==> config.mk <==
export PLATFORM = sky130hd
export DESIGN_NAME = rgba8_channel_alu_flat
export DESIGN_NICKNAME = d
export VERILOG_FILES = /design/src/rca_pkg.sv /design/src/rca_in_if.sv /design/src/rca_out_if.sv /design/src/rca_lane.sv /design/src/rgba8_channel_alu.sv /design/src/flat_wrapper.sv
export SDC_FILE = /design/constraint.sdc
export NUM_CORES = 2
export LEC_CHECK = 0
export ABC_AREA = 1
export BUFFER_PORTS_ARGS = -buffer_cell sky130_fd_sc_hd__buf_4
export CORE_MARGIN = 2
export CORE_UTILIZATION = 40
export DETAILED_ROUTE_END_ITERATION = 6
export PLACE_DENSITY_LB_ADDON = 0.25
export SLEW_MARGIN = 20
export SYNTH_ARGS = -nofsm -noshare
export SYNTH_HDL_FRONTEND = slang
export SYNTH_SLANG_ARGS = --single-unit
==> constraint.sdc <==
create_clock -name clk -period 14.45 [get_ports clk]
set_clock_uncertainty 0.1 [all_clocks]
set_input_delay 1.445 -clock clk [delete_from_list [all_inputs] [get_ports clk]]
set_output_delay 1.445 -clock clk [all_outputs]
set_load 0.05 [all_outputs]
==> src/rca_pkg.sv <==
`timescale 1ns / 1ps
`default_nettype none
// ----------------------------------------------------------------------------
// rca_pkg: shared types and constants of the RGBA8 channel ALU
// Holds the mode codes, the per-lane operation type, and the mode decoder
// that maps a mode and a lane index to the operation that lane performs.
// ----------------------------------------------------------------------------
package rca_pkg;

  localparam int unsigned CH_W     = 8;
  localparam int unsigned LANES    = 4;
  localparam int unsigned COLOR_W  = CH_W * LANES;
  localparam int unsigned MODE_W   = 4;
  localparam int unsigned FACTOR_W = 9;
  localparam int unsigned LANE_W   = $clog2(LANES);

  localparam logic [LANE_W-1:0] LANE_ALPHA = LANE_W'(LANES - 1);

  // Mode codes as carried on the input channel
  localparam logic [MODE_W-1:0] MODE_ADD       = 4'd0;
  localparam logic [MODE_W-1:0] MODE_ADD_RGB   = 4'd1;
  localparam logic [MODE_W-1:0] MODE_ADD_A     = 4'd2;
  localparam logic [MODE_W-1:0] MODE_SUB       = 4'd3;
  localparam logic [MODE_W-1:0] MODE_SUB_RGB   = 4'd4;
  localparam logic [MODE_W-1:0] MODE_SUB_A     = 4'd5;
  localparam logic [MODE_W-1:0] MODE_MOD       = 4'd6;
  localparam logic [MODE_W-1:0] MODE_MOD_RGB   = 4'd7;
  localparam logic [MODE_W-1:0] MODE_MOD_A     = 4'd8;
  localparam logic [MODE_W-1:0] MODE_LERP_S    = 4'd9;
  localparam logic [MODE_W-1:0] MODE_LERP_C    = 4'd10;
  localparam logic [MODE_W-1:0] MODE_REPL_A    = 4'd11;

  typedef logic [MODE_W-1:0]   mode_t;
  typedef logic [COLOR_W-1:0]  color_t;
  typedef logic [FACTOR_W-1:0] factor_t;
  typedef logic [CH_W-1:0]     chan_t;

  // Operation performed by a single channel lane
  typedef enum logic [2:0] {
    OP_PASS,
    OP_ADD,
    OP_SUB,
    OP_MUL,
    OP_LERP_S,
    OP_LERP_C,
    OP_REPL
  } rca_op_t;

  // Map a mode and a lane to the lane operation; unselected lanes pass
  function automatic rca_op_t rca_decode(mode_t mode, logic [LANE_W-1:0] lane);
    logic    is_a;
    rca_op_t op;
    is_a = (lane == LANE_ALPHA);
    case (mode)
      MODE_ADD:     op = OP_ADD;
      MODE_ADD_RGB: op = is_a ? OP_PASS : OP_ADD;
      MODE_ADD_A:   op = is_a ? OP_ADD : OP_PASS;
      MODE_SUB:     op = OP_SUB;
      MODE_SUB_RGB: op = is_a ? OP_PASS : OP_SUB;
      MODE_SUB_A:   op = is_a ? OP_SUB : OP_PASS;
      MODE_MOD:     op = OP_MUL;
      MODE_MOD_RGB: op = is_a ? OP_PASS : OP_MUL;
      MODE_MOD_A:   op = is_a ? OP_MUL : OP_PASS;
      MODE_LERP_S:  op = OP_LERP_S;
      MODE_LERP_C:  op = OP_LERP_C;
      MODE_REPL_A:  op = OP_REPL;
      default:      op = OP_PASS;
    endcase
    return op;
  endfunction

endpackage
`default_nettype wire

==> src/rca_in_if.sv <==
`timescale 1ns / 1ps
`default_nettype none
// ----------------------------------------------------------------------------
// rca_in_if: input channel of the RGBA8 channel ALU
// Valid/ready channel carrying the mode, three colours and a Q1.8 factor.
// ----------------------------------------------------------------------------
interface rca_in_if;
  import rca_pkg::*;

  logic    valid;
  logic    ready;
  mode_t   mode;
  color_t  first_colour;
  color_t  second_colour;
  color_t  factor_colour;
  factor_t blend_factor;

  modport source (
    output valid, mode, first_colour, second_colour, factor_colour, blend_factor,
    input  ready
  );

  modport sink (
    input  valid, mode, first_colour, second_colour, factor_colour, blend_factor,
    output ready
  );
endinterface
`default_nettype wire

==> src/rca_out_if.sv <==
`timescale 1ns / 1ps
`default_nettype none
// ----------------------------------------------------------------------------
// rca_out_if: result channel of the RGBA8 channel ALU
// Valid/ready channel carrying one packed RGBA8 result colour.
// ----------------------------------------------------------------------------
interface rca_out_if;
  import rca_pkg::*;

  logic   valid;
  logic   ready;
  color_t result_colour;

  modport source (
    output valid, result_colour,
    input  ready
  );

  modport sink (
    input  valid, result_colour,
    output ready
  );
endinterface
`default_nettype wire

==> src/rca_lane.sv <==
`timescale 1ns / 1ps
`default_nettype none
// ----------------------------------------------------------------------------
// rca_lane: one 8-bit channel of the RGBA8 channel ALU
// Combinational: saturating add/sub; modulate and both interpolations share
// a single signed multiplier; divide by 255 is a shift-add with correction.
// ----------------------------------------------------------------------------
module rca_lane (
  input  wire rca_pkg::rca_op_t op,
  input  wire rca_pkg::chan_t   a_ch,
  input  wire rca_pkg::chan_t   b_ch,
  input  wire rca_pkg::chan_t   c_ch,
  input  wire rca_pkg::chan_t   alpha_ch,
  input  wire rca_pkg::factor_t blend_factor,
  output rca_pkg::chan_t        result_ch
);
  import rca_pkg::*;

  logic               is_mul;
  logic signed [8:0]  diff;
  factor_t            fac;
  logic signed [9:0]  op1;
  logic signed [9:0]  op2;
  logic signed [19:0] prod;
  logic signed [19:0] prod_shr;
  logic signed [11:0] lerp_s_sum;
  chan_t              lerp_s_res;
  logic [19:0]        prod_neg;
  logic               neg;
  logic [15:0]        mag;
  logic [16:0]        div_in;
  logic [16:0]        div_y;
  logic [16:0]        div_q;
  chan_t              quo;
  logic signed [9:0]  quo_s;
  logic signed [9:0]  lerp_c_sum;
  logic [CH_W:0]      add_sum;
  chan_t              add_res;
  chan_t              sub_res;

  // Share one multiplier: a*b for modulate, (b-a)*factor for interpolation
  assign is_mul = (op == OP_MUL);
  assign diff   = $signed({1'b0, b_ch}) - $signed({1'b0, a_ch});
  assign fac    = (op == OP_LERP_C) ? {1'b0, c_ch} : blend_factor;
  assign op1    = is_mul ? $signed({2'b00, a_ch}) : $signed({diff[8], diff});
  assign op2    = is_mul ? $signed({2'b00, b_ch}) : $signed({1'b0, fac});
  assign prod   = op1 * op2;

  // Scalar lerp: floor divide by 256 is an arithmetic shift, then clamp
  assign prod_shr   = prod >>> 8;
  assign lerp_s_sum = $signed({4'b0000, a_ch}) + $signed(prod_shr[11:0]);

  always_comb begin
    if (lerp_s_sum[11]) begin
      lerp_s_res = '0;
    end else if (lerp_s_sum > 12'sd255) begin
      lerp_s_res = '1;
    end else begin
      lerp_s_res = lerp_s_sum[CH_W-1:0];
    end
  end

  // Per-channel lerp: floor(n/255); negative n uses -floor((|n|+254)/255)
  assign prod_neg = 20'(-prod);
  assign neg      = prod[19];
  assign mag      = neg ? prod_neg[15:0] : prod[15:0];
  assign div_in   = {1'b0, mag} + (neg ? 17'd254 : 17'd0);
  assign div_y    = div_in + 17'd1;
  assign div_q    = (div_y + (div_y >> 8)) >> 8;
  assign quo      = div_q[CH_W-1:0];
  assign quo_s    = $signed({2'b00, quo});
  assign lerp_c_sum = $signed({2'b00, a_ch}) + (neg ? -quo_s : quo_s);

  // Saturating add and subtract
  assign add_sum = {1'b0, a_ch} + {1'b0, b_ch};
  assign add_res = add_sum[CH_W] ? '1 : add_sum[CH_W-1:0];
  assign sub_res = (a_ch > b_ch) ? (a_ch - b_ch) : '0;

  // Select the lane result
  always_comb begin
    case (op)
      OP_ADD:    result_ch = add_res;
      OP_SUB:    result_ch = sub_res;
      OP_MUL:    result_ch = prod[15:8];
      OP_LERP_S: result_ch = lerp_s_res;
      OP_LERP_C: result_ch = lerp_c_sum[CH_W-1:0];
      OP_REPL:   result_ch = alpha_ch;
      default:   result_ch = a_ch;
    endcase
  end

endmodule
`default_nettype wire

==> src/rgba8_channel_alu.sv <==
`timescale 1ns / 1ps
`default_nettype none
// ----------------------------------------------------------------------------
// rgba8_channel_alu: per-pixel combiner of packed RGBA8 colours
// Input register, four channel lanes, result register; one transaction per
// clock sustained while out_ch.ready stays high.
// ----------------------------------------------------------------------------
//  Channel   Dir   Handshake      Payload
//  in_ch     in    valid/ready    mode, first/second/factor colour, blend factor
//  out_ch    out   valid/ready    result_colour
//
//  An accepted transaction lands in the input register, then the lane result
//  is loaded into the result register, which raises result valid; throughput
//  is one transaction per cycle while out_ch.ready stays high, set by the
//  single pass through the lanes between the input and result registers.
//  Reset (rst_n low, synchronous) empties both register stages.
//  A stalled result holds in the result register; the input register still
//  takes a transaction while it is empty, then in_ch.ready drops.
// ----------------------------------------------------------------------------
module rgba8_channel_alu (
  input  wire logic  clk,
  input  wire logic  rst_n,
  rca_in_if.sink     in_ch,
  rca_out_if.source  out_ch
);
  import rca_pkg::*;

  logic    s1_v_r;
  logic    s1_v_nxt;
  mode_t   s1_mode_r;
  color_t  s1_a_r;
  color_t  s1_b_r;
  color_t  s1_c_r;
  factor_t s1_f_r;
  logic    out_v_r;
  logic    out_v_nxt;
  color_t  out_colour_r;
  color_t  lane_res;
  logic    adv;
  logic    in_take;

  // Advance stage 1 into the result register when that register frees up
  assign adv      = !out_v_r || out_ch.ready;
  assign in_ch.ready = !s1_v_r || adv;
  assign in_take  = in_ch.valid && in_ch.ready;

  assign s1_v_nxt  = in_take ? 1'b1 : (adv ? 1'b0 : s1_v_r);
  assign out_v_nxt = adv ? s1_v_r : out_v_r;

  // Hold stage valid flags
  always_ff @(posedge clk) begin
    if (!rst_n) begin
      s1_v_r  <= 1'b0;
      out_v_r <= 1'b0;
    end else begin
      s1_v_r  <= s1_v_nxt;
      out_v_r <= out_v_nxt;
    end
  end

  // Capture the input transaction
  always_ff @(posedge clk) begin
    if (in_take) begin
      s1_mode_r <= in_ch.mode;
      s1_a_r    <= in_ch.first_colour;
      s1_b_r    <= in_ch.second_colour;
      s1_c_r    <= in_ch.factor_colour;
      s1_f_r    <= in_ch.blend_factor;
    end
  end

  // Channel lanes
  for (genvar g = 0; g < LANES; g++) begin : g_lane
    rca_lane u_lane (
      .op           (rca_decode(s1_mode_r, LANE_W'(g))),
      .a_ch         (s1_a_r[g*CH_W +: CH_W]),
      .b_ch         (s1_b_r[g*CH_W +: CH_W]),
      .c_ch         (s1_c_r[g*CH_W +: CH_W]),
      .alpha_ch     (s1_a_r[LANE_ALPHA*CH_W +: CH_W]),
      .blend_factor (s1_f_r),
      .result_ch    (lane_res[g*CH_W +: CH_W])
    );
  end

  // Load the result register
  always_ff @(posedge clk) begin
    if (adv && s1_v_r) begin
      out_colour_r <= lane_res;
    end
  end

  assign out_ch.valid         = out_v_r;
  assign out_ch.result_colour = out_colour_r;

  // An accepted transaction always lands in stage 1
  a_take_lands: assert property (@(posedge clk) disable iff (!rst_n)
    in_take |=> s1_v_r)
    else $error("accepted transaction not held in input register");

  // A blocked stage 1 keeps its transaction
  a_s1_holds: assert property (@(posedge clk) disable iff (!rst_n)
    s1_v_r && !adv |=> s1_v_r && $stable(s1_a_r) && $stable(s1_mode_r))
    else $error("stage 1 transaction lost while blocked");

  // Stage 1 moving forward produces a result
  a_s1_moves: assert property (@(posedge clk) disable iff (!rst_n)
    s1_v_r && adv |=> out_v_r)
    else $error("stage 1 advanced without a result");

  // Both stages full and stalled: no new transaction taken
  a_full_blocks: assert property (@(posedge clk) disable iff (!rst_n)
    s1_v_r && out_v_r && !out_ch.ready |-> !in_ch.ready)
    else $error("input accepted while pipeline full");

  // Empty result register never blocks the input
  a_empty_ready: assert property (@(posedge clk) disable iff (!rst_n)
    !out_v_r |-> in_ch.ready)
    else $error("input blocked with empty result register");

endmodule
`default_nettype wire
==> src/flat_wrapper.sv <==
// flat-port wrapper written by rule: the top's interface ports become plain ports
module rgba8_channel_alu_flat import rca_pkg::*;
  (clk, rst_n, in_ch_valid, in_ch_mode, in_ch_first_colour, in_ch_second_colour, in_ch_factor_colour, in_ch_blend_factor, in_ch_ready, out_ch_valid, out_ch_result_colour, out_ch_ready);
  rca_in_if in_ch_i ();
  rca_out_if out_ch_i ();
  input  wire logic clk;
  input  wire logic rst_n;
  input wire logic [$bits(in_ch_i.valid)-1:0] in_ch_valid;
  input wire logic [$bits(in_ch_i.mode)-1:0] in_ch_mode;
  input wire logic [$bits(in_ch_i.first_colour)-1:0] in_ch_first_colour;
  input wire logic [$bits(in_ch_i.second_colour)-1:0] in_ch_second_colour;
  input wire logic [$bits(in_ch_i.factor_colour)-1:0] in_ch_factor_colour;
  input wire logic [$bits(in_ch_i.blend_factor)-1:0] in_ch_blend_factor;
  output wire logic [$bits(in_ch_i.ready)-1:0] in_ch_ready;
  output wire logic [$bits(out_ch_i.valid)-1:0] out_ch_valid;
  output wire logic [$bits(out_ch_i.result_colour)-1:0] out_ch_result_colour;
  input wire logic [$bits(out_ch_i.ready)-1:0] out_ch_ready;
  assign in_ch_i.valid = in_ch_valid;
  assign in_ch_i.mode = in_ch_mode;
  assign in_ch_i.first_colour = in_ch_first_colour;
  assign in_ch_i.second_colour = in_ch_second_colour;
  assign in_ch_i.factor_colour = in_ch_factor_colour;
  assign in_ch_i.blend_factor = in_ch_blend_factor;
  assign in_ch_ready = in_ch_i.ready;
  assign out_ch_valid = out_ch_i.valid;
  assign out_ch_result_colour = out_ch_i.result_colour;
  assign out_ch_i.ready = out_ch_ready;
  rgba8_channel_alu u_core (.clk(clk), .rst_n(rst_n), .in_ch(in_ch_i), .out_ch(out_ch_i));
endmodule
Word level (Yosys, flattened, before mapping)
Memory sizes are Yosys's and may differ from the RTL's. A register that Yosys moved wholly into a read port is not among the register bits.
Cells that the tools add are included.
- register bits: 143
- output and inout bits: 34
- memories kept: 4
- ROM bits: 192
- multiply operators: 4
- equality and inequality tests: 23
- muxes and demuxes: 50
- $add $sub $neg: 40
- $lt $le $gt $ge: 8
- reduce and logical (&&, ||, !) cells: 7
- memory list (name ; depth ; bits a word ; rd ports ; clocked after memory_dff ; write ports ; RTL line ; RTL):
    (name not given) ; 16 ; 3 ; 1 ; 1 ; 0 ; rca_pkg.sv:54 ; case (mode)
    (name not given) ; 16 ; 3 ; 1 ; 1 ; 0 ; rca_pkg.sv:54 ;
    (name not given) ; 16 ; 3 ; 1 ; 1 ; 0 ; rca_pkg.sv:54 ;
    (name not given) ; 16 ; 3 ; 1 ; 1 ; 0 ; rca_pkg.sv:54 ;
- operator list (kind ; count):
    $mux 8 ; 24
    $pmux 8 s6 ; 3
    $mul 10x10->20 ; 4
    $mux 9 ; 8
    $add 16x8->17 ; 4
    $add 17x1->17 const B ; 4
    $add 16x9->16 ; 4
    $mux 16 ; 4
    $neg 16->16 ; 4
    $add 9x12->12 ; 4
    $gt 12x9->1 const B ; 4
    $mux 10 ; 4
    $pmux 8 s5 ; 1
    $add 8x8->9 ; 4
    $sub 8x8->9 ; 4
    $eq 3x3->1 const B ; 11
    $add 8x8->8 ; 4
    $gt 8x8->1 ; 4
    $neg 8->8 ; 4
    $sub 8x8->8 ; 4
    $eq 3x2->1 const B ; 8
    $mux 4 ; 4
    $eq 3x1->1 const B ; 4
    $logic_and 1x1->1 ; 2
    other kinds (4) ; 7

Depth between registers and ports, before layout
- depth after elaboration: 13
- depth in mapped cells: 86

By module
From an unflattened synthesis, not the netlist that was laid out.
- cell total of the unflattened synthesis: 5194
- area total of the unflattened synthesis: 36175.9 um2
- by module, submodules not included (module ; area an instance (um2) ; cells an instance ; instances):
    rca_lane at u_core.g_lane[0].u_lane ; 7972.6 ; 1282 ; 1
    rca_lane at u_core.g_lane[1].u_lane ; 7952.6 ; 1264 ; 1
    rca_lane at u_core.g_lane[2].u_lane ; 7848.8 ; 1224 ; 1
    rca_lane at u_core.g_lane[3].u_lane ; 7712.4 ; 1217 ; 1
    rgba8_channel_alu ; 4689.5 ; 207 ; 1

Least setup slack after synthesis
No wires, ideal clock.
- path kind: register to register
- start: register u_core.s1_a_r[9]
- end: register u_core.out_colour_r[15], in the netlist u_core.out_ch.result_colour[15], data pin
- arrival time: 11584 ps
- cell stages (with the launch flop): 79
- period minus slack after synthesis: 11941 ps
- setup time: 257 ps
- slack: 2509 ps
- buffers on the path: 2
- cells stage by stage: edfxtp_1 > inv_1 > ha_1 > nand2_1 > o21ai_0 > nand2_1 > a21oi_1 > nor2_1 > nor2_1 > nor2_1 > xor2_1 > nand2_1 > o21ai_0 > inv_1 > nand2_1 > fa_1 > inv_1 > fa_1 > [... 43 more ...] > o21ai_0 > inv_1 > ha_1 > a21oi_1 > nor2_1 > nor2_1 > nor2_1 > nor2_1 > nor2_1 > o21ai_0 > nand2_1 > a21oi_1 > xor2_1 > xor2_1 > xor2_1 > nand3_1 > nand3_1 > a21oi_1
- longest elaborated chain between the ends: 12
- ends and longest elaborated chain (item ; RTL line ; RTL):
    start: declaration ; rgba8_channel_alu.sv:31 ; color_t s1_a_r;
    start signal: assignment ; rgba8_channel_alu.sv:65 ; s1_a_r <= in_ch.first_colour;
    $sub 8x8->9 ; rca_lane.sv:43 ; assign diff = $signed({1'b0, b_ch}) - $signed({1'b0, a_ch});
    $mux 10 ; rca_lane.sv:45 ; assign op1 = is_mul ? $signed({2'b00, a_ch}) : $signed({diff[8], diff});
    $mul 10x10->20 ; rca_lane.sv:47 ; assign prod = op1 * op2;
    $neg 16->16 ; rca_lane.sv:64 ; assign prod_neg = 20'(-prod);
    $mux 16 ; rca_lane.sv:66 ; assign mag = neg ? prod_neg[15:0] : prod[15:0];
    $add 16x8->17 ; rca_lane.sv:67 ; assign div_in = {1'b0, mag} + (neg ? 17'd254 : 17'd0);
    $add 17x1->17 ; rca_lane.sv:68 ; assign div_y = div_in + 17'd1;
    $add 16x9->16 ; rca_lane.sv:69 ; assign div_q = (div_y + (div_y >> 8)) >> 8;
    $neg 8->8 ; rca_lane.sv:72 ; assign lerp_c_sum = $signed({2'b00, a_ch}) + (neg ? -quo_s : quo_s);
    $mux 8 ; rca_lane.sv:72 ;
    $add 8x8->8 ; rca_lane.sv:72 ;
    $pmux 8 s6 * ; rca_lane.sv:81 ; case (op)
    named net u_core.g_lane[1].u_lane.result_ch[7] ; rca_lane.sv:15 ; output rca_pkg::chan_t result_ch
    end signal: assignment ; rgba8_channel_alu.sv:88 ; out_colour_r <= lane_res;
    end: declaration ; rgba8_channel_alu.sv:37 ; color_t out_colour_r;
Mark *: on every way through the listed nets, which the timed path passes. The rest lies on a longest branch.
A chain may end at the register's enable or synchronous reset.

Final worst setup path
Same ends and word-level chain as after synthesis.

==> reports/results.env <==
FP.COREAREA_UM2=87200
CLOCK_INSERTION_DELAY_WORST_SKEW_PS=510
FIRST_PASS_GRT_WIRE_LENGTH_UM=172000
CTS_TREE='yes'
DP_HPWL_UM=93100
CTS.REPORTEDPATHS.CLKPINSLEW_PS=80
DIE_BOUNDARY_HEIGHT_UM=301
WL_PER_CELL_UM=17.4
ARRIVAL_PS=13440
AREA_GROWTH_SYN_TO_LAYOUT_PCT=8.58
POSTSYNTH.ASYNCRESETSHARE=0
TIMING.CRITICAL_PATH.SLOWEST_CELL_DELAY_PS=540
POSTSYNTHREGISTERBITS=148
IOPINCOUNT=147
PRIMARY_FF_MASTER_SYNTH='sky130_fd_sc_hd__edfxtp_1'
TIMING.HOLD.WORST.CLASS='register to register'
ANTENNA_FOUND_INITIAL=1
CP-START-KIND='register'
FIN_HOLD_WS_PS=433
VIA_COUNT=32500
MINIMUM_CLOCK_PERIOD_AFTER_LAYOUT_PS=13280
MOSTFREQUENTLAYOUTCELL='sky130_fd_sc_hd__nand2_1'
HOLD_VIOLATIONS=0
MOST-COMMON-LAYOUT-CELLS='sky130_fd_sc_hd__nand2_1, sky130_fd_sc_hd__inv_1, sky130_fd_sc_hd__nor2_1'
SYNTH_FP_NETS=5857
TIGHTEST_SLEW_PS=1120
DIODES=0
DRT_PASS1_ITERATIONS=6
CLOCK_TREE.HTREE_LEVEL_COUNT=4
CTSHOLDBUFFERS=0
LAYOUT-DRIVE-GT1-SHARE=0.0784
GRT_OVERFLOW=0
CLOCK_PATH_BUFFERS=2
ROUTE.FINAL.WIRE_LENGTH_UM=110000
FIN_TNS_SETUP_PS=0
CRIT_PATH_TOP_DELAY_CELL='sky130_fd_sc_hd__edfxtp_1'
GRT_SETUP_UNREPAIRED='no'
DETAIL_ROUTE.ITER0.VIOLATIONS=2472
CRITPATHMOSTFREQUENTCELL='sky130_fd_sc_hd__nand2_1'
ROUTABILITYCONGESTION=0.964
SYNTH_SEQ_AREA_SHARE=0.124
DIE-AREA_UM2=90600
MAXUSEDROUTINGLAYER='met4'
MAX-SLEW-MARGIN-REL=0.252
DRC_ERRORS=0
POST_SYNTHESIS_INSTANCE_TOTAL=5025
WORSTPATHREQUIRED_PS=14610
STATUS='finished clean'
POSTPLACECELLAREA_UM2=37600
WORST-PATH-MAX-FANOUT=26
PORT_BUFFERS=146
MET3ROUTEDLENGTH_UM=6590
POST_SYNTH_EDFFS=141
FLOORPLAN.INITIALDENSITY=0.405
FMAX_GHz=0.0753
VIAS_PER_CELL=5.14
REGISTER_AREA_UM2=4380
NFILLCELLS=8993
FINAL-SETUP-VIOL-COUNT=0
M1WIRELENGTH_UM=49600
TIMING.FINAL.MAX_SLEW_VIOLATIONS=0
FIRST_GLOBAL_VIAS=31600
CTS_INSERTED_BUFFERS=17
CRITICAL_PATH.ENDPOINT_TYPE='register'
ROUTED-WL-MET2_UM=50400
FIN_CRIT_SH=0.919
TIMING.MAX_CAP.VIOLATIONS=0
GRT_MAX_DEGREE=72
FINAL_AREA_UM2=38300
SYN_AVG_CELL_AREA_UM2=7.02
ANTENNA_VIOLATING_NETS_POST_ROUTE=0
LAYOUT.NETS=5987
DIE_X_UM=301
MULTIINPUTGATEAREA_UM2=26600
WORSTSETUPPATHTYPE='register to register'
FINAL_STANDARD_CELL_UTILIZATION_OF_THE_CORE=0.440
SYNTHDISTINCTLIBCELLS=67
SYNTH_AREA_UM2=35300
CTS.ROOT.BUFFER_CELL='sky130_fd_sc_hd__clkbuf_16'
CTS.SINK_COUNT=148
GRT_USAGE=0.244
FLOORPLAN.ROWS=108
SYNTH.YOSYS.WARNINGS=0
==> sequential cells by signal, indices dropped and copies added, names as in the netlist <==
name and count:
u_core.g_lane.u_lane.op 5, u_core.out_ch.result_colour 32, u_core.out_ch.valid 1, u_core.s1_a_r 32, u_core.s1_b_r 32, u_core.s1_c_r 32, u_core.s1_f_r 9, u_core.s1_mode_r 4
u_core.s1_v_r 1
==> worst max-delay path, delay by kind of cell, from the launching register on <==
kind                     cells  cell delay, ps
adder cells (fa/ha/maj)     11            4510
AND/OR/NAND/NOR             32            2970
AO/OA/AOI/OAI               12            2470
buffers and inverters       13            1290
XOR/XNOR                     6            1100
flip-flops                   1             540
==> path summary, 6_finish.rpt <==
path	startpoint	endpoint	slack, ps	cells past startpoint
worst max-delay path	u_core.s1_a_r[9]$_DFFE_PP_	u_core.out_ch.result_colour[15]$_DFFE_PP_	1170	74
worst min-delay path	u_core.out_ch.valid$_SDFFE_PN0P_	u_core.out_ch.valid$_SDFFE_PN0P_	430	2
worst max register to register	u_core.s1_a_r[9]$_DFFE_PP_	u_core.out_ch.result_colour[15]$_DFFE_PP_	1170	74
worst min register to register	u_core.out_ch.valid$_SDFFE_PN0P_	u_core.out_ch.valid$_SDFFE_PN0P_	430	2
==> final cells by class <==
cell class	count	area share
inverters	1076	0.106
clock inverters	15	0.00379
well taps	1155	0.0377
repair buffers	168	0.0329
clock buffers	17	0.0111
flip-flops and latches	148	0.114
multi-input cells	3744	0.694
==> layer usage <==
metal,vias up,global-route usage
met1,15300,0.328
met3,152,0.0376
met2,895,0.399
met5,-,0
li1,16100,-
met4,0,0.0792
==> Yosys cell counts, types with 5 or more instances <==
master / instances / area [µm²]
sky130_fd_sc_hd__nand2_1: 1175 / 4410
sky130_fd_sc_hd__inv_1: 1049 / 3940
sky130_fd_sc_hd__nor2_1: 432 / 1620
sky130_fd_sc_hd__ha_1: 395 / 4940
sky130_fd_sc_hd__fa_1: 324 / 6490
sky130_fd_sc_hd__nand3_1: 296 / 1480
sky130_fd_sc_hd__a21oi_1: 218 / 1090
sky130_fd_sc_hd__o21ai_0: 174 / 871
sky130_fd_sc_hd__xor2_1: 148 / 1300
sky130_fd_sc_hd__edfxtp_1: 141 / 4230
sky130_fd_sc_hd__nand4_1: 70 / 438
sky130_fd_sc_hd__nand2_2: 64 / 400
sky130_fd_sc_hd__xnor2_1: 54 / 473
sky130_fd_sc_hd__o21bai_1: 41 / 308
sky130_fd_sc_hd__a22oi_1: 30 / 225
sky130_fd_sc_hd__nand3b_1: 29 / 218
sky130_fd_sc_hd__nor3_1: 26 / 130
sky130_fd_sc_hd__o21ai_1: 26 / 130
sky130_fd_sc_hd__or2_2: 26 / 163
sky130_fd_sc_hd__clkbuf_1: 23 / 86.3
sky130_fd_sc_hd__inv_2: 23 / 86.3
sky130_fd_sc_hd__o211ai_1: 23 / 173
sky130_fd_sc_hd__buf_2: 20 / 100
sky130_fd_sc_hd__nor2_2: 19 / 119
sky130_fd_sc_hd__nand3_2: 18 / 180
sky130_fd_sc_hd__a21o_1: 16 / 120
sky130_fd_sc_hd__a31oi_1: 16 / 100
sky130_fd_sc_hd__nand2_4: 14 / 158
sky130_fd_sc_hd__a221oi_1: 10 / 87.6
sky130_fd_sc_hd__nor2_4: 10 / 113
sky130_fd_sc_hd__a211oi_1: 8 / 60.1
sky130_fd_sc_hd__o2111ai_1: 8 / 70.1
sky130_fd_sc_hd__and2_1: 7 / 43.8
sky130_fd_sc_hd__dfxtp_1: 7 / 140
sky130_fd_sc_hd__buf_6: 6 / 67.6
sky130_fd_sc_hd__o31ai_1: 6 / 45.0
sky130_fd_sc_hd__or2_1: 6 / 37.5
sky130_fd_sc_hd__nand3_4: 5 / 87.6
sky130_fd_sc_hd__nor4_1: 5 / 31.3
sky130_fd_sc_hd__o21ai_2: 5 / 43.8
==> through the flow <==
stage / worst slack [ps] / instances
after floorplan: 2510 / 5025
after global placement: 886 / 6282
after detailed placement: 718 / 6282
after CTS: 668 / 6314
after global routing: 3.94 / 6323
final: 1170 / 6323
==> cell families after synthesis <==
family,synth area share
compound gates,0.0998
flops,0.124
xor+xnor,0.0531
buf+inv,0.124
simple gates,0.276
fa+ha+maj,0.324
==> timing repair <==
action                                  in CTS  in global routing
setup buffers                                0                  8
endpoints found under the setup margin       0                  6
gates resized for setup                      0                 12
Power is not shown: default switching activity piles up to over one toggle a cycle in this logic, so the estimate is an artifact.
